### src/rtl/tcd_pkg.sv
// ----------------------------------------------------------------------------
// tcd_pkg
// Shared types and constants for the translated column texture drawer.
// ----------------------------------------------------------------------------
package tcd_pkg;

  localparam int SCREEN_WIDTH_DEF    = 320;
  localparam int TOP_MARGIN_ROWS_DEF = 40;
  localparam int TEXEL_DEPTH_DEF     = 256;

  localparam int OFS_W   = 17;
  localparam int COORD_W = 32;
  localparam int PAL_W   = 32;
  localparam int BYTE_W  = 8;

  typedef logic [2:0] opcode_t;

  localparam opcode_t OP_REMAP_WR = 3'd0;
  localparam opcode_t OP_LIGHT_WR = 3'd1;
  localparam opcode_t OP_PAL_WR   = 3'd2;
  localparam opcode_t OP_TEXEL_WR = 3'd3;
  localparam opcode_t OP_START    = 3'd4;
  localparam opcode_t OP_STEP     = 3'd5;

  typedef logic [1:0] reg_index_t;

  localparam reg_index_t REG_WINDOW_X   = 2'd0;
  localparam reg_index_t REG_WINDOW_Y   = 2'd1;
  localparam reg_index_t REG_CENTER_Y   = 2'd2;
  localparam reg_index_t REG_LOW_DETAIL = 2'd3;

  localparam logic [7:0] CENTER_Y_RESET = 8'd84;

  typedef enum logic [2:0] {
    ST_IDLE,
    ST_SETUP,
    ST_RD_REMAP,
    ST_RD_LIGHT,
    ST_RD_PAL,
    ST_EMIT
  } state_t;

  typedef struct packed {
    logic tex_en;
    logic remap_en;
    logic light_en;
    logic pal_en;
  } rd_ctl_t;

  typedef struct packed {
    logic               en;
    opcode_t            op;
    logic [BYTE_W-1:0]  idx;
    logic [PAL_W-1:0]   val;
  } tbl_wr_t;

endpackage

### src/rtl/tcd_seq.sv
// ----------------------------------------------------------------------------
// tcd_seq
// Column state, configuration registers, item sequencer and result register.
// ----------------------------------------------------------------------------
module tcd_seq
  import tcd_pkg::*;
#(
  parameter int SCREEN_WIDTH    = SCREEN_WIDTH_DEF,
  parameter int TOP_MARGIN_ROWS = TOP_MARGIN_ROWS_DEF
) (
  input  logic               clk,
  input  logic               rst,
  input  logic               cfg_valid,
  output logic               cfg_ready,
  input  reg_index_t         cfg_index,
  input  logic [8:0]         cfg_data,
  input  logic               in_valid,
  output logic               in_ready,
  input  opcode_t            opcode,
  input  logic [BYTE_W-1:0]  entry_index,
  input  logic [PAL_W-1:0]   entry_value,
  input  logic [8:0]         column_x,
  input  logic [7:0]         top_row,
  input  logic [7:0]         bottom_row,
  input  logic [COORD_W-1:0] tex_step,
  input  logic [COORD_W-1:0] tex_mid,
  output tbl_wr_t            tbl_wr,
  output rd_ctl_t            tbl_rd,
  output logic [BYTE_W-1:0]  tex_byte,
  input  logic [PAL_W-1:0]   pal_data,
  output logic               out_valid,
  input  logic               out_ready,
  output logic [OFS_W-1:0]   pixel_offset,
  output logic [PAL_W-1:0]   pixel_value,
  output logic               wide_write,
  output logic               last_pixel
);

  localparam logic [OFS_W-1:0] MARGIN_OFS   = OFS_W'(TOP_MARGIN_ROWS * SCREEN_WIDTH);
  localparam logic [OFS_W-1:0] ROW_ADV      = OFS_W'(SCREEN_WIDTH);
  localparam logic [OFS_W-1:0] ROW_ADV_WIDE = OFS_W'((SCREEN_WIDTH >> 1) << 1);
  localparam logic [31:0]      WIDTH_L      = 32'(SCREEN_WIDTH);

  state_t state;
  state_t state_next;

  logic [8:0] window_x;
  logic [7:0] window_y;
  logic [7:0] center_y;
  logic       low_detail;

  logic               column_active;
  logic               column_wide;
  logic [COORD_W-1:0] tex_coord;
  logic [COORD_W-1:0] tex_delta;
  logic [OFS_W-1:0]   dest_offset;
  logic [7:0]         rows_left;

  logic [OFS_W-1:0]   row_prod;
  logic [COORD_W-1:0] tex_prod;
  logic [COORD_W-1:0] mid_hold;
  logic [10:0]        x_term;

  logic [OFS_W-1:0] pend_ofs;
  logic             pend_wide;
  logic             pend_last;

  logic               accept;
  logic               start_ok;
  logic               emit;
  logic [8:0]         row_sum;
  logic [31:0]        row_full;
  logic signed [8:0]  row_diff;
  logic [COORD_W-1:0] row_diff_x;
  logic [9:0]         cx_sel;

  assign cfg_ready = 1'b1;
  assign in_ready  = (state == ST_IDLE);
  assign accept    = in_valid && in_ready;
  assign start_ok  = (bottom_row >= top_row);
  assign tex_byte  = tex_coord[23:16];

  assign row_sum    = {1'b0, window_y} + {1'b0, top_row};
  assign row_full   = 32'(row_sum) * WIDTH_L;
  assign row_diff   = $signed({1'b0, top_row}) - $signed({1'b0, center_y});
  assign row_diff_x = {{(COORD_W-9){row_diff[8]}}, row_diff};
  assign cx_sel     = low_detail ? {column_x, 1'b0} : {1'b0, column_x};

  assign tbl_wr.en  = accept && (opcode <= OP_TEXEL_WR);
  assign tbl_wr.op  = opcode;
  assign tbl_wr.idx = entry_index;
  assign tbl_wr.val = entry_value;

  always_ff @(posedge clk) begin
    if (rst) begin
      state <= ST_IDLE;
    end else begin
      state <= state_next;
    end
  end

  always_comb begin
    state_next = state;
    tbl_rd     = '0;
    emit       = 1'b0;
    case (state)
      ST_IDLE: begin
        if (accept && opcode == OP_START && start_ok) begin
          state_next = ST_SETUP;
        end else if (accept && opcode == OP_STEP && column_active) begin
          tbl_rd.tex_en = 1'b1;
          state_next    = ST_RD_REMAP;
        end
      end
      ST_SETUP: state_next = ST_IDLE;
      ST_RD_REMAP: begin
        tbl_rd.remap_en = 1'b1;
        state_next      = ST_RD_LIGHT;
      end
      ST_RD_LIGHT: begin
        tbl_rd.light_en = 1'b1;
        state_next      = ST_RD_PAL;
      end
      ST_RD_PAL: begin
        tbl_rd.pal_en = 1'b1;
        state_next    = ST_EMIT;
      end
      ST_EMIT: begin
        if (!out_valid || out_ready) begin
          emit       = 1'b1;
          state_next = ST_IDLE;
        end
      end
      default: state_next = ST_IDLE;
    endcase
  end

  always_ff @(posedge clk) begin
    if (rst) begin
      window_x   <= '0;
      window_y   <= '0;
      center_y   <= CENTER_Y_RESET;
      low_detail <= 1'b0;
    end else if (cfg_valid && cfg_ready) begin
      case (cfg_index)
        REG_WINDOW_X:   window_x   <= cfg_data;
        REG_WINDOW_Y:   window_y   <= cfg_data[7:0];
        REG_CENTER_Y:   center_y   <= cfg_data[7:0];
        REG_LOW_DETAIL: low_detail <= cfg_data[0];
        default: ;
      endcase
    end
  end

  always_ff @(posedge clk) begin
    if (rst) begin
      column_active <= 1'b0;
    end else if (accept && opcode == OP_START) begin
      column_active <= start_ok;
    end else if (accept && opcode == OP_STEP && column_active && rows_left == '0) begin
      column_active <= 1'b0;
    end
  end

  always_ff @(posedge clk) begin
    if (accept && opcode == OP_START && start_ok) begin
      column_wide <= low_detail;
      row_prod    <= row_full[OFS_W-1:0];
      tex_prod    <= row_diff_x * tex_step;
      mid_hold    <= tex_mid;
      tex_delta   <= tex_step;
      x_term      <= {2'b00, window_x} + {1'b0, cx_sel};
      rows_left   <= bottom_row - top_row;
    end else if (state == ST_SETUP) begin
      dest_offset <= row_prod + MARGIN_OFS + OFS_W'(x_term);
      tex_coord   <= mid_hold + tex_prod;
    end else if (accept && opcode == OP_STEP && column_active) begin
      pend_ofs  <= dest_offset;
      pend_wide <= column_wide;
      pend_last <= (rows_left == '0);
      if (rows_left != '0) begin
        rows_left   <= rows_left - 8'd1;
        dest_offset <= dest_offset + (column_wide ? ROW_ADV_WIDE : ROW_ADV);
        tex_coord   <= tex_coord + tex_delta;
      end
    end
  end

  always_ff @(posedge clk) begin
    if (rst) begin
      out_valid <= 1'b0;
    end else if (emit) begin
      out_valid <= 1'b1;
    end else if (out_ready) begin
      out_valid <= 1'b0;
    end
  end

  always_ff @(posedge clk) begin
    if (emit) begin
      pixel_offset <= pend_ofs;
      pixel_value  <= pal_data;
      wide_write   <= pend_wide;
      last_pixel   <= pend_last;
    end
  end

endmodule

### config.mk
export PLATFORM = sky130hd
export DESIGN_NAME = tcd_seq
export DESIGN_NICKNAME = d
export VERILOG_FILES = /design/src/rtl/tcd_pkg.sv /design/src/rtl/tcd_seq.sv
export SDC_FILE = /design/constraint.sdc
export NUM_CORES = 1
export LEC_CHECK = 0
export BUFFER_PORTS_ARGS = -buffer_cell sky130_fd_sc_hd__buf_2
export CORE_MARGIN = 2
export CORE_UTILIZATION = 50
export CTS_CLUSTER_DIAMETER = 100
export DETAILED_ROUTE_END_ITERATION = 8
export MAX_ROUTING_LAYER = met4
export PLACE_DENSITY = 0.72
export SLEW_MARGIN = 10
export SYNTH_ARGS = -nofsm -noshare
export SYNTH_HDL_FRONTEND = slang
export SYNTH_SLANG_ARGS = --single-unit
### constraint.sdc
create_clock -name clk -period 10.7 [get_ports clk]
set_clock_uncertainty 0.2 [all_clocks]
set_input_delay 1.07 -clock clk [delete_from_list [all_inputs] [get_ports clk]]
set_output_delay 1.07 -clock clk [all_outputs]
set_load 0.03 [all_outputs]
Yosys cells after proc, flatten, opt, wreduce, memory -nomap -nowiden
Index checks and enable logic that the tools add are counted.

Input bits: 180. Output and inout bits: 110. Register bits: 277. Word-level logic and storage cells: 106.

Multiplexer cells: 27. Bitwise logic cells: 2. Multiply operators: 2. Reduce and logical (&&, ||, !) cells: 27. Equal/unequal tests: 13. Magnitude comparators: 2. $add $sub $neg: 10.

Operator list (count): 32-bit two-way mux (3); 32-bit adder (2); 17-bit two-way mux (3); 9-bit by 32-bit multiplier with 32-bit output (1); 8-bit two-way mux (4); 17-bit by 11-bit adder with 17-bit output (1); 17-bit by 14-bit adder with 17-bit output, second input constant (1); 17-bit by 9-bit adder with 17-bit output, second input constant (1); 3-bit one-hot mux with 5 select lines (1); 3-bit equality test, second input constant (4); 1-bit two-way mux (12); 2-bit nonzero test (6); 9-bit by 10-bit adder with 11-bit output (1); 9-bit by 3-bit multiplier with 11-bit output, second input constant (1); 10-bit two-way mux (1); 2-bit AND reduction (5); 8-bit by 8-bit adder with 9-bit output (1); 3-bit two-way mux (3); 3-bit AND reduction (3); 8-bit by 8-bit subtractor with 9-bit output (1); 8-bit >= comparator (1); 8-bit zero test (1); 8-bit nonzero test (1); 8-bit by 1-bit subtractor with 8-bit output, second input constant (1); other kinds (14) (24).

Logic depth before layout (Yosys ltp)
Gate-level depths: netlist of the first run.

Depth in word-level cells: 7. Gate-level depth with buffers: 29. Mapped depth without buffers: 28.

Least setup slack after synthesis of the first run
No wires, ideal clock.

Path type: in2reg. Start: input top_row[0]. End: register tex_prod[23] (data pin). Buffers on the path: 1. Cell stages on the path: 27. Library setup time: 0.266 ns. Required time: 10.234 ns. Data arrival time: 7.164 ns. Slack: 3.070 ns. Cell sequence: inv_1 > ha_1 > fa_1 > and2b_1 > o221a_2 > o21ai_1 > nor3b_1 > nor2_2 > clkbuf_1 > nand2_1 > fa_1 > fa_1 > inv_1 > fa_1 > fa_1 > inv_1 > fa_1 > inv_1 > ha_1 > o21a_1 > o21ai_0 > o2bb2ai_1 > a2bb2oi_2 > a21oi_1 > a41o_1 > o41ai_1 > xnor2_1.

Word-level cells in the longest chain between the ends: 2.

Ends and longest elaborated chain: from (decl) (line tcd_seq.sv:23) `input logic [7:0] top_row,`; 8-bit by 8-bit subtractor with 9-bit output (line tcd_seq.sv:85) `assign row_diff = $signed({1'b0, top_row}) - $signed({1'b0, center_y});`; 9-bit by 32-bit multiplier with 32-bit output (line tcd_seq.sv:169) `tex_prod <= row_diff_x * tex_step;`; to (signal assigned) (line tcd_seq.sv:169); to (decl) (line tcd_seq.sv:60) `logic [COORD_W-1:0] tex_prod;`.

Every way passes these cells. A chain may end at the register's enable or synchronous reset.

Final worst setup path of the first run
Same ends and word-level chain as after synthesis.

==> results.md, run 1 <==
- IO Port Bufs: 192
- Largest net degree at the start of global routing: 73
- Status: finished, violations left
- CP endpoint kind: flop
- Vias in the first global route: ~12000
- Int Power: 3.29 mW
- CP peak stage delay: around 550 ps
- CTS clk-pin slew, worst paths: approximately 60 ps
- Buf+Inv Stages, Crit Path: 5
- Wirelength, routed: 37300 um
- Syn-to-layout area delta: 11.1%
- Final nets: 2277
- Clk buf depth: 3
- Fmax: around 0.12 GHz
- Crit path max fanout: 17
- Sequential cell area fraction in the yosys report: between 30% and 40%
- IO Pins: 290
- Vias post-DR: 12084
- # DRC: 33
- Worst Hold Class: flop to flop
- Power Density: approximately 270 nW/um^2
- P_sw: 2.06 mW
- Core Area: roughly 36000 um^2
- Main flop type after synthesis: edfxtp_1
- Cts bufs inserted: 26
- Relative slew margins: a little under a quarter
- Max VDD drop: 0.243 mV
- Die extent in x: between 150 and 200 um
- CP max stage cell: fa_1
- Placed Cells: between 2000 and 2500
- DP Area: roughly 19000 um^2
- Setup bufs post-CTS: 0
- Share of post-route cells with drive strength above 1: between 10% and 20%
- Ys async rst share: 0%
- Vias per inst: about 5.3
- Worst R2R Setup Slack: a little under 3000 ps
- Worst Path Arrival: slightly above 8000 ps
- Clk sink count: about 250
- Met3 routed WL: 1970 um
- Reg power frac: between 20% and 30%
- Crit path max-delay family: adder cells
- DR iter-0 viols: between 700 and 800
- First-pass GRT wire length: between 60000 and 70000 um
- Fin crit period: 8160 ps
- Clk pwr share: 17.7%
- RSZ-0062 raised after global routing: no
- Worst-Skew Late Latency: about 550 ps
- Final cell count without fillers: about 2300
- Antenna Cells: 0
- Area leader, netlist: edfxtp_1
- Hold Path Depth: 0
- Sw frac: about two fifths
- Finished Cell Area: 20100 um^2
- Synth warnings: 0
- Max-Cap Viols: 0
- Initial antenna violation count: 0
- CTS tree: done
- Starting Density: about half
- Pre-CTS setup slack: around 2000 ps
- Combinational power share: between 50% and 60%
- Most numerous cell in the Yosys netlist: edfxtp_1
- Die Y: between 150 and 200 um
- Rows: 69
- Gr usage total: roughly a fifth
- Mapped cell area: 18100 um^2
- # setup viols final: 0
- Area fraction of the dominant cell type after synthesis: approximately 35%
- Final HPWL DP: between 20000 and 30000 um
- Crit Path Class: input port to flop
- CP dominant cell by count: fa_1
- Critical Path RT: between 10000 and 15000 ps
- WP depth: 28
- GPL Wtd Cong: 0.890
- Failing checks: design-rule violations
- Period utilisation layout: 76.2%
- Setup ws final: between 2000 and 3000 ps
- Final Hold Viols: 0
- Synth top area cells: edfxtp_1 (35%), fa_1 (15%), ha_1 (11%)
- R2R depth: 26
- Post-Synthesis Cells: about 1700
- Post-synth EDFFs: approximately 210
- WL met1: between 15000 and 20000 um
- First-pass iteration count of the detailed router: 9
- Final Max Slew Viols: 0
- Top cells by count, synth: edfxtp_1 (214), inv_1 (179), ha_1 (159)
- CTS Root Cell: clkbuf_16
- FF+latch count, synth: around 250
- Routed wire per std cell: 16.3 um
- Antenna Nets Post-Route: 0
- Synth cell types: 66
- LEAKAGE: roughly 8.9 nW
- Top sig layer: met4
- Routed length on met2: approximately 18000 um
- Syn_nets: roughly 2100
- Startpoint Class: input port
- H-tree Lvls: 1
- Hold Buf Count CTS: 0
- Avg Inst Size Synth: 10.9 um^2
- Congestion Overflow GR: 0
- Die area: between 30000 and 40000 um^2
- Setup TNS: 0 ps
- Worst-Margin Slew: ~1200 ps
- Post-CTS sizing: 0
- Pwr Total: roughly 5.3 mW
cell type report:
class / count / area, um^2
Multi-Input combinational cell: 1154 / 9920
Clock buffer: 29 / 662
Tap cell: 461 / 577
Fill cell: 3012 / 15500
Sequential cell: 245 / 7050
Clock inverter: 16 / 243
Inverter: 179 / 673
Timing Repair Buffer: 200 / 1020
per-layer routing:
metal / GRT usage, % / vias to the layer above
li1: - / 5865
met1: 27.0 / 5851
met2: 33.6 / 310
met3: 2.81 / 58
met4: 5.87 / 0
met5: - / -
path summary, 6_finish.rpt:
| path | start | to |
|---|---|---|
| min | dest_offset[1] | pend_ofs[1] |
| max reg2reg | center_y[0] | tex_prod[23] |
| max | top_row[0] | tex_prod[23] |
| min reg2reg | dest_offset[1] | pend_ofs[1] |
flip-flops by register name, summed over array words and instances, names as in the netlist, 3 cells and up:
register and flops:
tex_delta 24, dest_offset 17, pixel_offset 17, pixel_value 32, state 3, pend_ofs 17
window_x 9, tex_coord 24, x_term 11, center_y 8, window_y 8, row_prod 11
rows_left 8, tex_prod 24, mid_hold 24
power groups by stage:
stage	logic (mW)	clock network, mW	registers, mW
finish	3.16	0.945	1.24
global route	3.59	1.00	1.24
CTS	3.17	0.966	1.24
detailed placement	3.13	0	1.26
global placement	3.07	0	1.26
floorplan	2.55	0	1.25
kinds of logic after synthesis:
group | synth area share (%)
mux | 1.83
compound gates | 8.71
simple gates | 12.9
flops | 38.9
buf+inv | 6.55
xor+xnor | 5.56
fa+ha+maj | 25.5
other cells | 0.0207
stage by stage:
| step | utilization [%] | hold WS, ps |
|---|---|---|
| 2_1_floorplan | - | 200 |
| 4_1_cts | 56.5 | 218 |
| 3_3_place_gp | 54.0 | 201 |
| 3_5_place_dp | 54.0 | 205 |
| 5_1_grt | 56.5 | 224 |
| 6_report | 56.5 | 219 |
placed cells by master (no fill, tap or decap), drive strengths merged, types with 3 or more instances in the layout:
master,n
inv,178
a211o,3
xnor2,77
or2,10
xor2,33
nor3b,4
a31oi,8
nand2b,55
nand3b,6
o31ai,5
mux2,9
clkbuf,29
nand4,5
nand3,15
and3,6
a21oi,79
ha,159
o21a,9
nor3,15
buf,200
fa,132
nor2b,28
bufinv,5
dfxtp,31
a21boi,9
and2,81
mux2i,23
o21bai,12
o21ai,59
nor4,3
o22ai,4
nor2,93
nand2,134
edfxtp,214
a21o,34
or3,9
clkinv,11
o211ai,5
(Power assumes the default switching activity.)
==> run 2: changes to the inputs <==
--- a/config.mk
+++ b/config.mk
@@ -5,6 +5,7 @@
 export SDC_FILE = /design/constraint.sdc
 export NUM_CORES = 1
 export LEC_CHECK = 0
+export ABC_AREA = 1
 export BUFFER_PORTS_ARGS = -buffer_cell sky130_fd_sc_hd__buf_2
 export CORE_MARGIN = 2
 export CORE_UTILIZATION = 50
==> constraint.sdc (replaced) <==
create_clock -name clk -period 7.9 [get_ports clk]
set_clock_uncertainty 0.2 [all_clocks]
set_input_delay 0.79 -clock clk [delete_from_list [all_inputs] [get_ports clk]]
set_output_delay 0.79 -clock clk [all_outputs]
set_load 0.03 [all_outputs]
==> run 2 against run 1 <==
The flow now finishes without violations; non-clock buffer count rose by 4; sequential power is 38% higher; routed wire length grew 16%; global-route usage up 3.3 points; via count rose by 16%.
==> results.md, run 2 <==
- Post-synth EDFFs: 214 (unchanged)
- # setup viols final: 0 (unchanged)
- Post-Synthesis Cells: 1990 (+20%)
- Die area: 38500 um^2 (+1.8%)
- Critical Path RT: 8000 ps (-2780 ps)
- Min-delay src: pal_data[31]
- Main flop type after synthesis: edfxtp_1
- Top cells by count, synth: nand2_1 (350), inv_1 (310), nor2_1 (220)
- Worst-Skew Late Latency: 590 ps (+40 ps)
- LEAKAGE: 9.68 nW (+8.2%)
- Crit path max-delay family: adder cells
- Synth cell types: 58 (-12%)
- IO Pins: 290 (unchanged)
- CTS Root Cell: clkbuf_16
- Most numerous cell in the Yosys netlist: nand2_1
- Worst R2R Setup Slack: 1140 ps (-1750 ps)
- Cts bufs inserted: 28 (+7.7%)
- Vias per inst: 5.32 (+0.61%)
- Setup bufs post-CTS: 0 (unchanged)
- Worst-Margin Slew: 825 ps (-335 ps)
- Hold Path Depth: 1 (+1)
- Fillers: 3193 (+6.0%)
- Hold Buf Count CTS: 0 (unchanged)
- Vias in the first global route: 14285 (+16%)
- RSZ-0062 raised after global routing: no
- Wirelength, routed: 43500 um (+16%)
- Mapped cell area: 18500 um^2 (+1.9%)
- First-pass iteration count of the detailed router: 7 (-2)
- Congestion Overflow GR: 0 (unchanged)
- Share of post-route cells with drive strength above 1: 13.5% (-1.5 points)
- Post-CTS sizing: 0 (unchanged)
- Commonest non-fill, non-tap cell in the layout: nand2_1
- Clk buf depth: 3 (unchanged)
- CP max stage cell: fa_1
- DR iter-0 viols: 836 (+19%)
- Finished Cell Area: 20600 um^2 (+2.4%)
- Buf+Inv Stages, Crit Path: 8 (+3)
- Avg Inst Size Synth: 9.28 um^2 (-15%)
- Synth top area cells: edfxtp_1 (35%), fa_1 (14%), ha_1 (11%)
- Final cell count without fillers: 2642 (+16%)
- Synth warnings: 0 (unchanged)
- Hold WS: 180 ps (-39.9 ps)
- IO Port Bufs: 192 (unchanged)
- Die Y: 196 um (+0.91%)
- Syn-to-layout area delta: 11.7%
- Relative slew margins: 45.0% (+22 points)
- Largest register FFs: 32 (unchanged)
- Syn_nets: 2461 (+15%)
- Starting Density: 50.6% (-0.28 points)
- Antenna Nets Post-Route: 0 (unchanged)
- Vias post-DR: 14063 (+16%)
- Final nets: 2619 (+15%)
- R2R depth: 26 (unchanged)
- Max VDD drop: 0.614 mV (+150%)
- Critical R2R Capture: tex_prod[21]
- DP Area: 19600 um^2 (+2.0%)
- Worst Path Arrival: 6950 ps (-1290 ps)
- CP peak stage delay: 550 ps (about the same)
- Fin crit period: between 6000 and 7000 ps
- Crit Path Class: input port to flop
- Fmax: 0.146 GHz
- Status: finished, final reports clean
- H-tree Lvls: 1 (unchanged)
- CTS tree: done
- R2r startpoint: center_y[0]
- Initial antenna violation count: 4 (+4)
- Commonest non-fill, non-tap cells in the layout: nand2_1 (350), inv_1 (310), nor2_1 (219)
- Final HPWL DP: 34100 um (+19%)
- Final Max Slew Viols: 0 (unchanged)
- Top reg by flops: pixel_value
- GPL Wtd Cong: 0.957 (+7.6%)
- Setup TNS: 0 ps (unchanged)
- Area fraction of the dominant cell type after synthesis: 34.8% (-0.65 points)
- Placed Cells: 2586 (+15%)
- Final Hold Viols: 0 (unchanged)
- Hold Path End: pixel_value[31]
- Setup ws final: 1050 ps (-1500 ps)
- CP endpoint kind: flop
- Worst Hold Class: input port to flop
- Clk sink count: 245 (unchanged)
- FF+latch count, synth: 245 (unchanged)
- Core Area: 36500 um^2 (+2.4%)
- Die extent in x: 196 um (+0.91%)
- Gr usage total: 23.9% (+3.3 points)
- # DRC: 0 (-100%)
- Rows: 70 (+1.4%)
- Pwr Total: 7.76 mW (+45%)
- Routed wire per std cell: 16.5 um (+0.71%)
- Max-Cap Viols: 0 (unchanged)
- Area leader, netlist: edfxtp_1
- Startpoint Class: input port
- Power Density: 376 nW/um^2 (+42%)
- Largest net degree at the start of global routing: 67 (-8.2%)
- WP depth: 28 (unchanged)
- Crit path max fanout: 11 (-6)
- Period utilisation layout: 86.8%
- Util after Layout: 56.5% (about the same)
- Ys async rst share: 0% (unchanged)
- Sequential cell area fraction in the yosys report: 38.1% (-0.71 points)
- Pre-CTS setup slack: 515 ps (-1480 ps)
- CTS clk-pin slew, worst paths: 70 ps (about the same)
- First-pass GRT wire length: 70800 um (+15%)
run 2: changes by cell type in the layout (fill, tap and decap cells not counted), moves of 54 or more:
| cell | before | now |
|---|---|---|
| nand2_1 | 134 | 350 |
| inv_1 | 178 | 310 |
| o21ai_0 | 55 | 118 |
| nor2_1 | 91 | 219 |
| and2_1 | 81 | 0 |
| nand2b_1 | 55 | 1 |
run 2: how the worst max path moves through the flow:
stage | endpoint | from | slack (ps)
final | tex_prod[21] | top_row[0] | 1050
after CTS | tex_prod[21] | top_row[0] | 1090
after global routing | tex_prod[21] | top_row[0] | 570
after global placement | tex_prod[21] | top_row[1] | 600
after detailed placement | tex_prod[21] | top_row[0] | 510
after floorplan | tex_prod[21] | top_row[0] | 1160
run 2: cells by family (layout without fill, tap and decap cells):
family | after synthesis | after routing | synth area share, %
AO/OA/AOI/OAI | 303 | 303 | 8.94
other | 1 | 5 | 0.0203
buffers and inverters | 397 | 577 | 9.21
XOR/XNOR | 64 | 64 | 3.16
adder cells (fa/ha/maj) | 291 | 291 | 25.1
AND/OR/NAND/NOR | 687 | 687 | 15.3
multiplexers | 2 | 2 | 0.108
flip-flops | 245 | 245 | 38.1
run 2: metal layers:
metal | part of all wire (%) | track usage, % | vias to the layer above
met2 | 48 | 39.6 | 468
met3 | 6.3 | 3.28 | 103
met4 | 3.7 | 9.74 | 0
met5 | 0 | - | -
li1 | - | - | 6802
met1 | 42 | 29.8 | 6690
run 2: cell type report:
type                       instances  area (um^2)  area share (%)
multi-input combinational       1348         9740            47.2
sequential                       245         7050            34.2
inverter                         321         1210            5.85
timing repair buffer             204         1050            5.10
clock buffer                      29          704            3.42
tap                              468          586            2.84
clock inverter                    23          278            1.35
antenna                            4         10.0          0.0485
run 2: power breakdown:
| group | internal (mW) | switching [mW] | leakage (nW) |
|---|---|---|---|
| Clock | 0.795 | 0.571 | 0.473 |
| Combinational | 1.78 | 2.90 | 7.02 |
| Sequential | 1.69 | 0.0262 | 2.19 |
